`config.mk`:
```
export PLATFORM = sky130hd
export DESIGN_NAME = i2c_master_bit_engine_top_flat
export DESIGN_NICKNAME = d
export VERILOG_FILES = /design/src/hdl/i2cmbe_pkg.sv /design/src/hdl/i2cmbe_req_if.sv /design/src/hdl/i2cmbe_rsp_if.sv /design/src/hdl/i2c_master_bit_engine_top.sv /design/src/flat_wrapper.sv
export SDC_FILE = /design/constraint.sdc
export NUM_CORES = 1
export LEC_CHECK = 0
export BUFFER_PORTS_ARGS = -buffer_cell sky130_fd_sc_hd__buf_4
export CELL_PAD_IN_SITES_DETAIL_PLACEMENT = 0
export CELL_PAD_IN_SITES_GLOBAL_PLACEMENT = 1
export CORE_ASPECT_RATIO = 0.7
export CORE_MARGIN = 10
export CORE_UTILIZATION = 30
export DETAILED_ROUTE_END_ITERATION = 7
export HOLD_SLACK_MARGIN = 0.08
export PLACE_DENSITY_LB_ADDON = 0.1
export SETUP_SLACK_MARGIN = 0.05
export SYNTH_ARGS = -nofsm -noshare
export SYNTH_HDL_FRONTEND = slang
export SYNTH_SLANG_ARGS = --single-unit
```
`constraint.sdc`:
```
create_clock -name clock -period 3 [get_ports clock]
set_clock_uncertainty 0.2 [all_clocks]
set_input_delay 0.9 -clock clock [delete_from_list [all_inputs] [get_ports clock]]
set_output_delay 0.9 -clock clock [all_outputs]
set_load 0.05 [all_outputs]
```
`src/hdl/i2cmbe_pkg.sv`:
```
// ----------------------------------------------------------------------------
// i2cmbe_pkg
// Shared types and codes for the I2C master bit engine.
// ----------------------------------------------------------------------------
`timescale 1ns / 1ps

package i2cmbe_pkg;

   // command codes carried in the kind field
   localparam logic [2:0] KIND_NONE  = 3'd0;
   localparam logic [2:0] KIND_START = 3'd1;
   localparam logic [2:0] KIND_STOP  = 3'd2;
   localparam logic [2:0] KIND_WRITE = 3'd3;
   localparam logic [2:0] KIND_READ  = 3'd4;
   localparam logic [2:0] KIND_WACK  = 3'd5;

   // register indexes on the CSR port
   localparam int unsigned CSR_IDX_W  = 1;
   localparam int unsigned CSR_DATA_W = 8;
   localparam logic [CSR_IDX_W-1:0] CSR_TICKS_PER_US = 1'b0;
   localparam logic [CSR_IDX_W-1:0] CSR_ACK_TIMEOUT  = 1'b1;

   // register reset values
   localparam logic [7:0] TICKS_PER_US_RESET = 8'd1;
   localparam logic [7:0] ACK_TIMEOUT_RESET  = 8'd250;

   typedef struct packed {
      logic [2:0] kind;
      logic [7:0] tx_byte;
      logic       send_ack;
      logic       sda_in;
   } req_payload_type;

   typedef struct packed {
      logic       scl_level;
      logic       sda_level;
      logic       sda_driven;
      logic       busy_res;
      logic       done_res;
      logic [7:0] rx_byte;
      logic       ack_missing;
   } rsp_payload_type;

endpackage

```
`src/hdl/i2cmbe_req_if.sv`:
```
// ----------------------------------------------------------------------------
// i2cmbe_req_if
// Tick/command channel into the bit engine: valid, ready and payload.
// ----------------------------------------------------------------------------
`timescale 1ns / 1ps

interface i2cmbe_req_if;
   logic                        valid;
   logic                        ready;
   i2cmbe_pkg::req_payload_type payload;

   modport source (output valid, output payload, input ready);
   modport sink   (input valid, input payload, output ready);
endinterface

```
`src/hdl/i2cmbe_rsp_if.sv`:
```
// ----------------------------------------------------------------------------
// i2cmbe_rsp_if
// Pin/status channel out of the bit engine: valid, ready and payload.
// ----------------------------------------------------------------------------
`timescale 1ns / 1ps

interface i2cmbe_rsp_if;
   logic                        valid;
   logic                        ready;
   i2cmbe_pkg::rsp_payload_type payload;

   modport source (output valid, output payload, input ready);
   modport sink   (input valid, input payload, output ready);
endinterface

```
`src/hdl/i2c_master_bit_engine_top.sv`:
```
// ----------------------------------------------------------------------------
// i2c_master_bit_engine_top
// I2C master bit engine: one tick per request beat, one pin/status beat back.
//
//   channel | dir | handshake       | payload
//   --------+-----+-----------------+--------------------------------------
//   req_bus | in  | valid / ready   | kind, tx_byte, send_ack, sda_in
//   rsp_bus | out | valid / ready   | scl, sda, drive, busy, done, rx, nack
//   csr_*   | in  | wr_en only      | index, 8-bit write data
//
// One request beat per cycle unless the response stalls; its response is
// in the output register in the cycle after acceptance. The sequencer step is a
// single combinational pass from the state registers to their next values.
// A stalled response holds the input off (req ready = output slot free or taken).
// Synchronous active-high reset; no clearing pass.
// ----------------------------------------------------------------------------
`timescale 1ns / 1ps

module i2c_master_bit_engine_top (
   input  logic                                 clock,
   input  logic                                 reset,
   i2cmbe_req_if.sink                           req_bus,
   i2cmbe_rsp_if.source                         rsp_bus,
   input  logic                                 csr_wr_en,
   input  logic [i2cmbe_pkg::CSR_IDX_W-1:0]     csr_index,
   input  logic [i2cmbe_pkg::CSR_DATA_W-1:0]    csr_wdata
);
   import i2cmbe_pkg::*;

   typedef enum logic [3:0] {
      PH_IDLE, PH_ST_B, PH_ST_C, PH_SP_B, PH_SP_C,
      PH_W_BIT, PH_W_HIGH, PH_W_LOW, PH_R_LOW, PH_R_HIGH,
      PH_K_B, PH_K_C, PH_AK_B, PH_AK_P
   } phase_type;

   // bus delay lengths, as log2 of microseconds
   localparam logic [1:0] US_1 = 2'd0;
   localparam logic [1:0] US_2 = 2'd1;
   localparam logic [1:0] US_4 = 2'd2;

   // config registers
   logic [7:0]  ticks_ff;
   logic [7:0]  timeout_ff;

   // sequencer state
   phase_type   phase_ff,   phase_in;
   logic [11:0] delay_ff,   delay_in;
   logic [3:0]  bit_ff,     bit_in;
   logic [7:0]  shift_ff,   shift_in;
   logic [7:0]  poll_ff,    poll_in;
   logic        scl_out_ff, scl_out_in;
   logic        sda_out_ff, sda_out_in;
   logic        drive_ff,   drive_in;
   logic        ack_sel_ff, ack_sel_in;
   logic        fail_ff,    fail_in;
   logic [7:0]  rx_ff,      rx_in;
   logic        done_ff,    done_in;
   logic        rsp_valid_ff;

   logic        req_accept;
   logic        samp_sda;
   logic [8:0]  poll_next;

   // hold time in ticks minus one, zero when the product is zero
   function automatic logic [11:0] hold_ticks(input logic [7:0] tpu,
                                              input logic [1:0] us_log2);
      logic [11:0] t;
      begin
         t = {4'b0, tpu} << us_log2;
         hold_ticks = (t == 12'd0) ? 12'd0 : t - 12'd1;
      end
   endfunction

   // handshake: take a beat whenever the output slot is free or draining
   assign req_bus.ready = !rsp_valid_ff || rsp_bus.ready;
   assign req_accept    = req_bus.valid && req_bus.ready;
   assign samp_sda      = req_bus.payload.sda_in;
   assign poll_next     = {1'b0, poll_ff} + 9'd1;

   // one sequencer step per tick
   always_comb begin
      phase_in   = phase_ff;
      delay_in   = delay_ff;
      bit_in     = bit_ff;
      shift_in   = shift_ff;
      poll_in    = poll_ff;
      scl_out_in = scl_out_ff;
      sda_out_in = sda_out_ff;
      drive_in   = drive_ff;
      ack_sel_in = ack_sel_ff;
      fail_in    = fail_ff;
      rx_in      = rx_ff;
      done_in    = 1'b0;

      if (phase_ff == PH_IDLE) begin
         // command entry, first step runs this tick
         case (req_bus.payload.kind)
            KIND_START: begin
               drive_in   = 1'b1;
               sda_out_in = 1'b1;
               scl_out_in = 1'b1;
               delay_in   = hold_ticks(ticks_ff, US_4);
               phase_in   = PH_ST_B;
            end
            KIND_STOP: begin
               drive_in   = 1'b1;
               scl_out_in = 1'b0;
               sda_out_in = 1'b0;
               delay_in   = hold_ticks(ticks_ff, US_4);
               phase_in   = PH_SP_B;
            end
            KIND_WRITE: begin
               // init plus first data bit
               drive_in   = 1'b1;
               scl_out_in = 1'b0;
               bit_in     = 4'd0;
               sda_out_in = req_bus.payload.tx_byte[7];
               shift_in   = {req_bus.payload.tx_byte[6:0], 1'b0};
               delay_in   = hold_ticks(ticks_ff, US_2);
               phase_in   = PH_W_HIGH;
            end
            KIND_READ: begin
               // init plus first clock-low half
               drive_in   = 1'b0;
               shift_in   = 8'd0;
               bit_in     = 4'd0;
               ack_sel_in = req_bus.payload.send_ack;
               scl_out_in = 1'b0;
               delay_in   = hold_ticks(ticks_ff, US_2);
               phase_in   = PH_R_HIGH;
            end
            KIND_WACK: begin
               fail_in    = 1'b0;
               poll_in    = 8'd0;
               drive_in   = 1'b0;
               sda_out_in = 1'b1;
               delay_in   = hold_ticks(ticks_ff, US_1);
               phase_in   = PH_AK_B;
            end
            default: begin
               phase_in = PH_IDLE;
            end
         endcase
      end else if (delay_ff != 12'd0) begin
         delay_in = delay_ff - 12'd1;
      end else begin
         case (phase_ff)
            PH_ST_B: begin
               sda_out_in = 1'b0;
               delay_in   = hold_ticks(ticks_ff, US_4);
               phase_in   = PH_ST_C;
            end
            PH_ST_C: begin
               scl_out_in = 1'b0;
               phase_in   = PH_IDLE;
               done_in    = 1'b1;
            end
            PH_SP_B: begin
               scl_out_in = 1'b1;
               sda_out_in = 1'b1;
               delay_in   = hold_ticks(ticks_ff, US_4);
               phase_in   = PH_SP_C;
            end
            PH_SP_C: begin
               phase_in = PH_IDLE;
               done_in  = 1'b1;
            end
            PH_W_BIT: begin
               if (bit_ff[3]) begin
                  phase_in = PH_IDLE;
                  done_in  = 1'b1;
               end else begin
                  sda_out_in = shift_ff[7];
                  shift_in   = {shift_ff[6:0], 1'b0};
                  delay_in   = hold_ticks(ticks_ff, US_2);
                  phase_in   = PH_W_HIGH;
               end
            end
            PH_W_HIGH: begin
               scl_out_in = 1'b1;
               delay_in   = hold_ticks(ticks_ff, US_2);
               phase_in   = PH_W_LOW;
            end
            PH_W_LOW: begin
               scl_out_in = 1'b0;
               bit_in     = bit_ff + 4'd1;
               delay_in   = hold_ticks(ticks_ff, US_2);
               phase_in   = PH_W_BIT;
            end
            PH_R_LOW: begin
               scl_out_in = 1'b0;
               if (bit_ff[3]) begin
                  // byte complete: latch it and start the ACK/NACK bit
                  rx_in      = shift_ff;
                  drive_in   = 1'b1;
                  sda_out_in = !ack_sel_ff;
                  delay_in   = hold_ticks(ticks_ff, US_2);
                  phase_in   = PH_K_B;
               end else begin
                  delay_in   = hold_ticks(ticks_ff, US_2);
                  phase_in   = PH_R_HIGH;
               end
            end
            PH_R_HIGH: begin
               scl_out_in = 1'b1;
               shift_in   = {shift_ff[6:0], samp_sda};
               bit_in     = bit_ff + 4'd1;
               delay_in   = hold_ticks(ticks_ff, US_1);
               phase_in   = PH_R_LOW;
            end
            PH_K_B: begin
               scl_out_in = 1'b1;
               delay_in   = hold_ticks(ticks_ff, US_2);
               phase_in   = PH_K_C;
            end
            PH_K_C: begin
               scl_out_in = 1'b0;
               phase_in   = PH_IDLE;
               done_in    = 1'b1;
            end
            PH_AK_B: begin
               scl_out_in = 1'b1;
               delay_in   = hold_ticks(ticks_ff, US_1);
               phase_in   = PH_AK_P;
            end
            PH_AK_P: begin
               if (!samp_sda) begin
                  scl_out_in = 1'b0;
                  phase_in   = PH_IDLE;
                  done_in    = 1'b1;
               end else if (poll_next > {1'b0, timeout_ff}) begin
                  // timeout: flag it and run the first stop step now
                  fail_in    = 1'b1;
                  drive_in   = 1'b1;
                  scl_out_in = 1'b0;
                  sda_out_in = 1'b0;
                  delay_in   = hold_ticks(ticks_ff, US_4);
                  phase_in   = PH_SP_B;
               end else begin
                  poll_in = poll_next[7:0];
               end
            end
            default: begin
               phase_in = PH_IDLE;
            end
         endcase
      end
   end

   // state, config and output register
   always_ff @(posedge clock) begin
      if (reset) begin
         ticks_ff     <= TICKS_PER_US_RESET;
         timeout_ff   <= ACK_TIMEOUT_RESET;
         phase_ff     <= PH_IDLE;
         delay_ff     <= 12'd0;
         bit_ff       <= 4'd0;
         shift_ff     <= 8'd0;
         poll_ff      <= 8'd0;
         scl_out_ff   <= 1'b1;
         sda_out_ff   <= 1'b1;
         drive_ff     <= 1'b1;
         ack_sel_ff   <= 1'b0;
         fail_ff      <= 1'b0;
         rx_ff        <= 8'd0;
         done_ff      <= 1'b0;
         rsp_valid_ff <= 1'b0;
      end else begin
         if (csr_wr_en) begin
            case (csr_index)
               CSR_TICKS_PER_US: ticks_ff   <= csr_wdata;
               CSR_ACK_TIMEOUT:  timeout_ff <= csr_wdata;
               default: ;
            endcase
         end
         if (req_accept) begin
            phase_ff   <= phase_in;
            delay_ff   <= delay_in;
            bit_ff     <= bit_in;
            shift_ff   <= shift_in;
            poll_ff    <= poll_in;
            scl_out_ff <= scl_out_in;
            sda_out_ff <= sda_out_in;
            drive_ff   <= drive_in;
            ack_sel_ff <= ack_sel_in;
            fail_ff    <= fail_in;
            rx_ff      <= rx_in;
            done_ff    <= done_in;
         end
         if (req_accept) begin
            rsp_valid_ff <= 1'b1;
         end else if (rsp_bus.ready) begin
            rsp_valid_ff <= 1'b0;
         end
      end
   end

   // response beat straight from the registers
   assign rsp_bus.valid               = rsp_valid_ff;
   assign rsp_bus.payload.scl_level   = scl_out_ff;
   assign rsp_bus.payload.sda_level   = sda_out_ff;
   assign rsp_bus.payload.sda_driven  = drive_ff;
   assign rsp_bus.payload.busy_res    = (phase_ff != PH_IDLE);
   assign rsp_bus.payload.done_res    = done_ff;
   assign rsp_bus.payload.rx_byte     = rx_ff;
   assign rsp_bus.payload.ack_missing = fail_ff;

endmodule

```
`src/flat_wrapper.sv`:
```
// flat-port wrapper written by rule: the top's interface ports become plain ports
module i2c_master_bit_engine_top_flat import i2cmbe_pkg::*;
  (clock, reset, csr_wr_en, csr_index, csr_wdata, req_bus_valid, req_bus_payload, req_bus_ready, rsp_bus_valid, rsp_bus_payload, rsp_bus_ready);
  i2cmbe_req_if req_bus_i ();
  i2cmbe_rsp_if rsp_bus_i ();
  input  logic clock;
  input  logic reset;
  input  logic csr_wr_en;
  input  logic [i2cmbe_pkg::CSR_IDX_W-1:0] csr_index;
  input  logic [i2cmbe_pkg::CSR_DATA_W-1:0] csr_wdata;
  input wire logic [$bits(req_bus_i.valid)-1:0] req_bus_valid;
  input wire logic [$bits(req_bus_i.payload)-1:0] req_bus_payload;
  output wire logic [$bits(req_bus_i.ready)-1:0] req_bus_ready;
  output wire logic [$bits(rsp_bus_i.valid)-1:0] rsp_bus_valid;
  output wire logic [$bits(rsp_bus_i.payload)-1:0] rsp_bus_payload;
  input wire logic [$bits(rsp_bus_i.ready)-1:0] rsp_bus_ready;
  assign req_bus_i.valid = req_bus_valid;
  assign req_bus_i.payload = req_bus_payload;
  assign req_bus_ready = req_bus_i.ready;
  assign rsp_bus_valid = rsp_bus_i.valid;
  assign rsp_bus_payload = rsp_bus_i.payload;
  assign rsp_bus_i.ready = rsp_bus_ready;
  i2c_master_bit_engine_top u_core (.clock(clock), .reset(reset), .req_bus(req_bus_i), .rsp_bus(rsp_bus_i), .csr_wr_en(csr_wr_en), .csr_index(csr_index), .csr_wdata(csr_wdata));
endmodule
```
==> summary.md <==
| Metric | Value |
|---|---|
| Clock tree buffer depth | `2` |
| Final hold viol count | `0` |
| CTS tree | `built` |
| Largest net degree at the start of global routing | `30` |
| Number of flops mapped to enable cells by yosys | `0` |
| DR WL/cell | `18.4 um` |
| Drt drc | `0` |
| Crit path time final | `2910 ps` |
| Crit path required time | `3080 ps` |
| Netlist cell types | `76` |
| Placed Cells | `862` |
| Busiest grt layer | `met2` |
| Area post-placement | `0.00554 mm^2` |
| Met3 usage | `3.97%` |
| Global-route wire length before repair | `26000 um` |
| R2R Setup Slk | `90 ps` |
| Mapped Cells | `617` |
| Fraction of synthesis flops using an asynchronous set or reset pin | `0%` |
| Syn nets | `660` |
| Gr usage total | `14.9%` |
| Ys Warns | `0` |
| Post-synthesis area per instance | `7.85 um^2` |
| Critical path arrival | `2990 ps` |
| Inserted Clock Buffers | `9` |
| Num rows | `38` |
| Max-slew headroom | `61.8%` |
| Setup violations, final | `0` |
| Sequential area share after synthesis | `27.7%` |
| Multi-input gate area | `0.00326 mm^2` |
| H-tree levels | `3` |
| Overall Power | `5.54 mW` |
| Worst r2r src | `u_core.poll_ff[0]` |
| Number of global-route vias before repair | `4781` |
| M2 GR Usage | `21.5%` |
| Detailed Place HPWL | `12400 um` |
| Sink Count | `67` |
| # fillers | `1649` |
| Die Wd | `172 um` |
| Flops & latches, synth | `67` |
| Crit Reg-Reg Endpoint | `u_core.delay_ff[11]` |
| Most common cell after layout, fill and taps aside | `buf_4` |
| Pins Over Slew Limit | `0` |
| HP Class | `reg2reg` |
| Ports | `43` |
| Crit end category | `flip-flop` |
| WL final | `16300 um` |
| DRT iter0 DRCs | `337` |
| Design area | `0.00603 mm^2` |
| Crit share post-route | `97.0%` |
| Total grt overflow | `0` |
| Die Y | `126 um` |
| Synthesized cell area | `0.00484 mm^2` |
| Worst skew pair latency | `340 ps` |
| Worst Hold Launch | `u_core.timeout_ff[2]` |
| Main flop type after synthesis | `dfxtp_1` |
| Highest Clock Rate | `0.344 GHz` |
| Final cell count without fillers | `884` |
| RSZ-0062 raised after global routing | `yes` |
| Fin nets | `722` |
| Initial Util | `31.0%` |
| Status | `finished, final reports clean` |
| Antenna Cells | `0` |
| Die area | `0.0217 mm^2` |
| Post-route ant nets | `0` |
| Vias/cell | `5.60` |
| Storage cell area | `0.00135 mm^2` |
| Worst-path clk slew | `60 ps` |
| Peak VDD IR | `0.000382 V` |
| Synthesis-to-finish area growth | `24.5%` |
| Share of cells above drive strength 1 | `24.9%` |
| Initial antenna violation count | `0` |
| Crit path max fanout | `5` |
| # port buffers | `42` |
| Core area | `0.0156 mm^2` |
| Power density cells | `919 mW/mm^2` |
| Leakage | `2.36 nW` |
| Worst hold endpoint | `u_core.timeout_ff[2]` |
| Slew @ Worst Pin | `572 ps` |
| Global Route met1 Usage | `21.5%` |
| GP Congestion | `0.854` |
| Cells on worst reg2reg path | `13` |
| Vias | `4951` |
| CTS root buffer | `clkbuf_16` |
| Router iterations before antenna repair | `5` |
| Kind of critical path | `reg2reg` |
| WHS Path Cells | `2` |
| Worst setup SP type | `flip-flop` |
| Most frequent cells in the layout | `buf_4 (98), dfxtp_1 (63), nand2_1 (58), a21oi_1 (57), nor2_1 (44)` |
| Max-cap viol count | `0` |
| Smallest hold slack | `267 ps` |
## critical path, stage by stage, from the launching register on
cell	delay (ps)
dfxtp_2	350
ha_4	160
buf_4	120
nand3_1	90
xnor2_1	150
ha_1	310
nand4_1	180
o32a_1	340
o21ai_2	80
buf_6	150
a41oi_2	130
buf_4	190
a311oi_2	270
a31o_2	130
## final cells by class
cell class	instances	share of cell area [%]
clock buffer	9	3.73
clock inverter	7	0.871
inverter	28	1.74
multi-input combinational	472	54.1
sequential	67	22.3
tap	200	4.15
timing repair buffer	101	13.0
## power by group
part           switching, mW  total (mW)  internal, mW
registers              0.243        1.30          1.06
clock network          0.438        1.00         0.563
logic                   2.00        3.24          1.25
## worst max path at each step
| stage | start | end | slack [ps] | cells past startpoint |
|---|---|---|---|---|
| after floorplan | u_core.poll_ff[0] | u_core.delay_ff[11] | 50 | 12 |
| after global placement | u_core.poll_ff[0] | u_core.delay_ff[7] | -200 | 11 |
| after detailed placement | u_core.poll_ff[0] | u_core.delay_ff[1] | -320 | 11 |
| after CTS | u_core.poll_ff[1] | u_core.delay_ff[10] | 50 | 13 |
| after global routing | u_core.poll_ff[4] | u_core.delay_ff[11] | -60 | 13 |
| final | u_core.poll_ff[0] | u_core.delay_ff[11] | 90 | 13 |
## cells in the mapped netlist, drive strengths merged, types with 4 or more instances
master | count | area, um^2
nand3 | 20 | 100
xnor2 | 10 | 87.6
o31ai | 5 | 37.5
nor2 | 47 | 179
a211o | 7 | 61.3
a21o | 6 | 46.3
inv | 28 | 105
o211ai | 6 | 45.0
nand2b | 15 | 93.8
a311oi | 11 | 103
o221ai | 8 | 70.1
a31oi | 8 | 56.3
or3 | 6 | 37.5
nand2 | 60 | 225
or4 | 4 | 37.5
nor2b | 10 | 62.6
a211oi | 16 | 120
and3 | 6 | 37.5
xor2 | 5 | 43.8
a221oi | 8 | 70.1
ha | 16 | 200
clkbuf | 29 | 170
o21ai | 27 | 135
nor3b | 5 | 37.5
and2 | 5 | 31.3
dfxtp | 67 | 1340
buf | 21 | 121
mux2i | 14 | 140
a22oi | 6 | 45.0
nor4 | 7 | 92.6
nor3 | 20 | 121
o22ai | 10 | 68.8
nand4 | 7 | 50.1
a21oi | 57 | 285
a222oi | 4 | 40.0
## what timing repair did
| action | 4_1_cts | 5_1_grt |
|---|---|---|
| pin swaps | 2 | 11 |
| gates resized for setup | 7 | 26 |
| hold buffers | 0 | 0 |
| gates cloned | 0 | 0 |
| buffers inserted | 3 | 3 |
| endpoints found under the setup margin | 19 | 27 |
## flip-flops by register name, summed over array words and instances, names as in the netlist, 4 cells and up
signal             flops
u_core.timeout_ff      8
u_core.phase_ff        4
u_core.poll_ff         8
u_core.bit_ff          4
u_core.rx_ff           8
u_core.delay_ff       12
u_core.shift_ff        8
u_core.ticks_ff        8
## routing by layer
layer / part of all wire [%] / vias up
met5: 0 / -
met4: 1.0 / 0
met3: 6.3 / 15
met2: 43 / 146
met1: 50 / 2372
li1: - / 2418
## stage by stage
step | setup slack [ps] | setup TNS, ps | utilization, %
global placement | -195 | -2060 | 35.4
CTS | 54.6 | 0 | 37.6
finish | 91.1 | 0 | 38.6
detailed placement | -316 | -3290 | 35.4
floorplan | 53.7 | 0 | -
global route | -61.7 | -149 | 38.6
## logic make-up after synthesis
| logic type | Yosys count | share of synthesized area, % |
|---|---|---|
| AOI/OAI and AO/OA | 201 | 28.9 |
| and+or+nand+nor | 223 | 24.8 |
| DFF | 67 | 27.7 |
| muxes | 17 | 3.59 |
| buffers and inverters | 78 | 8.19 |
| adders and majority gates | 16 | 4.13 |
| xor gates and xnor gates | 15 | 2.71 |
(Power assumes the default switching activity.)
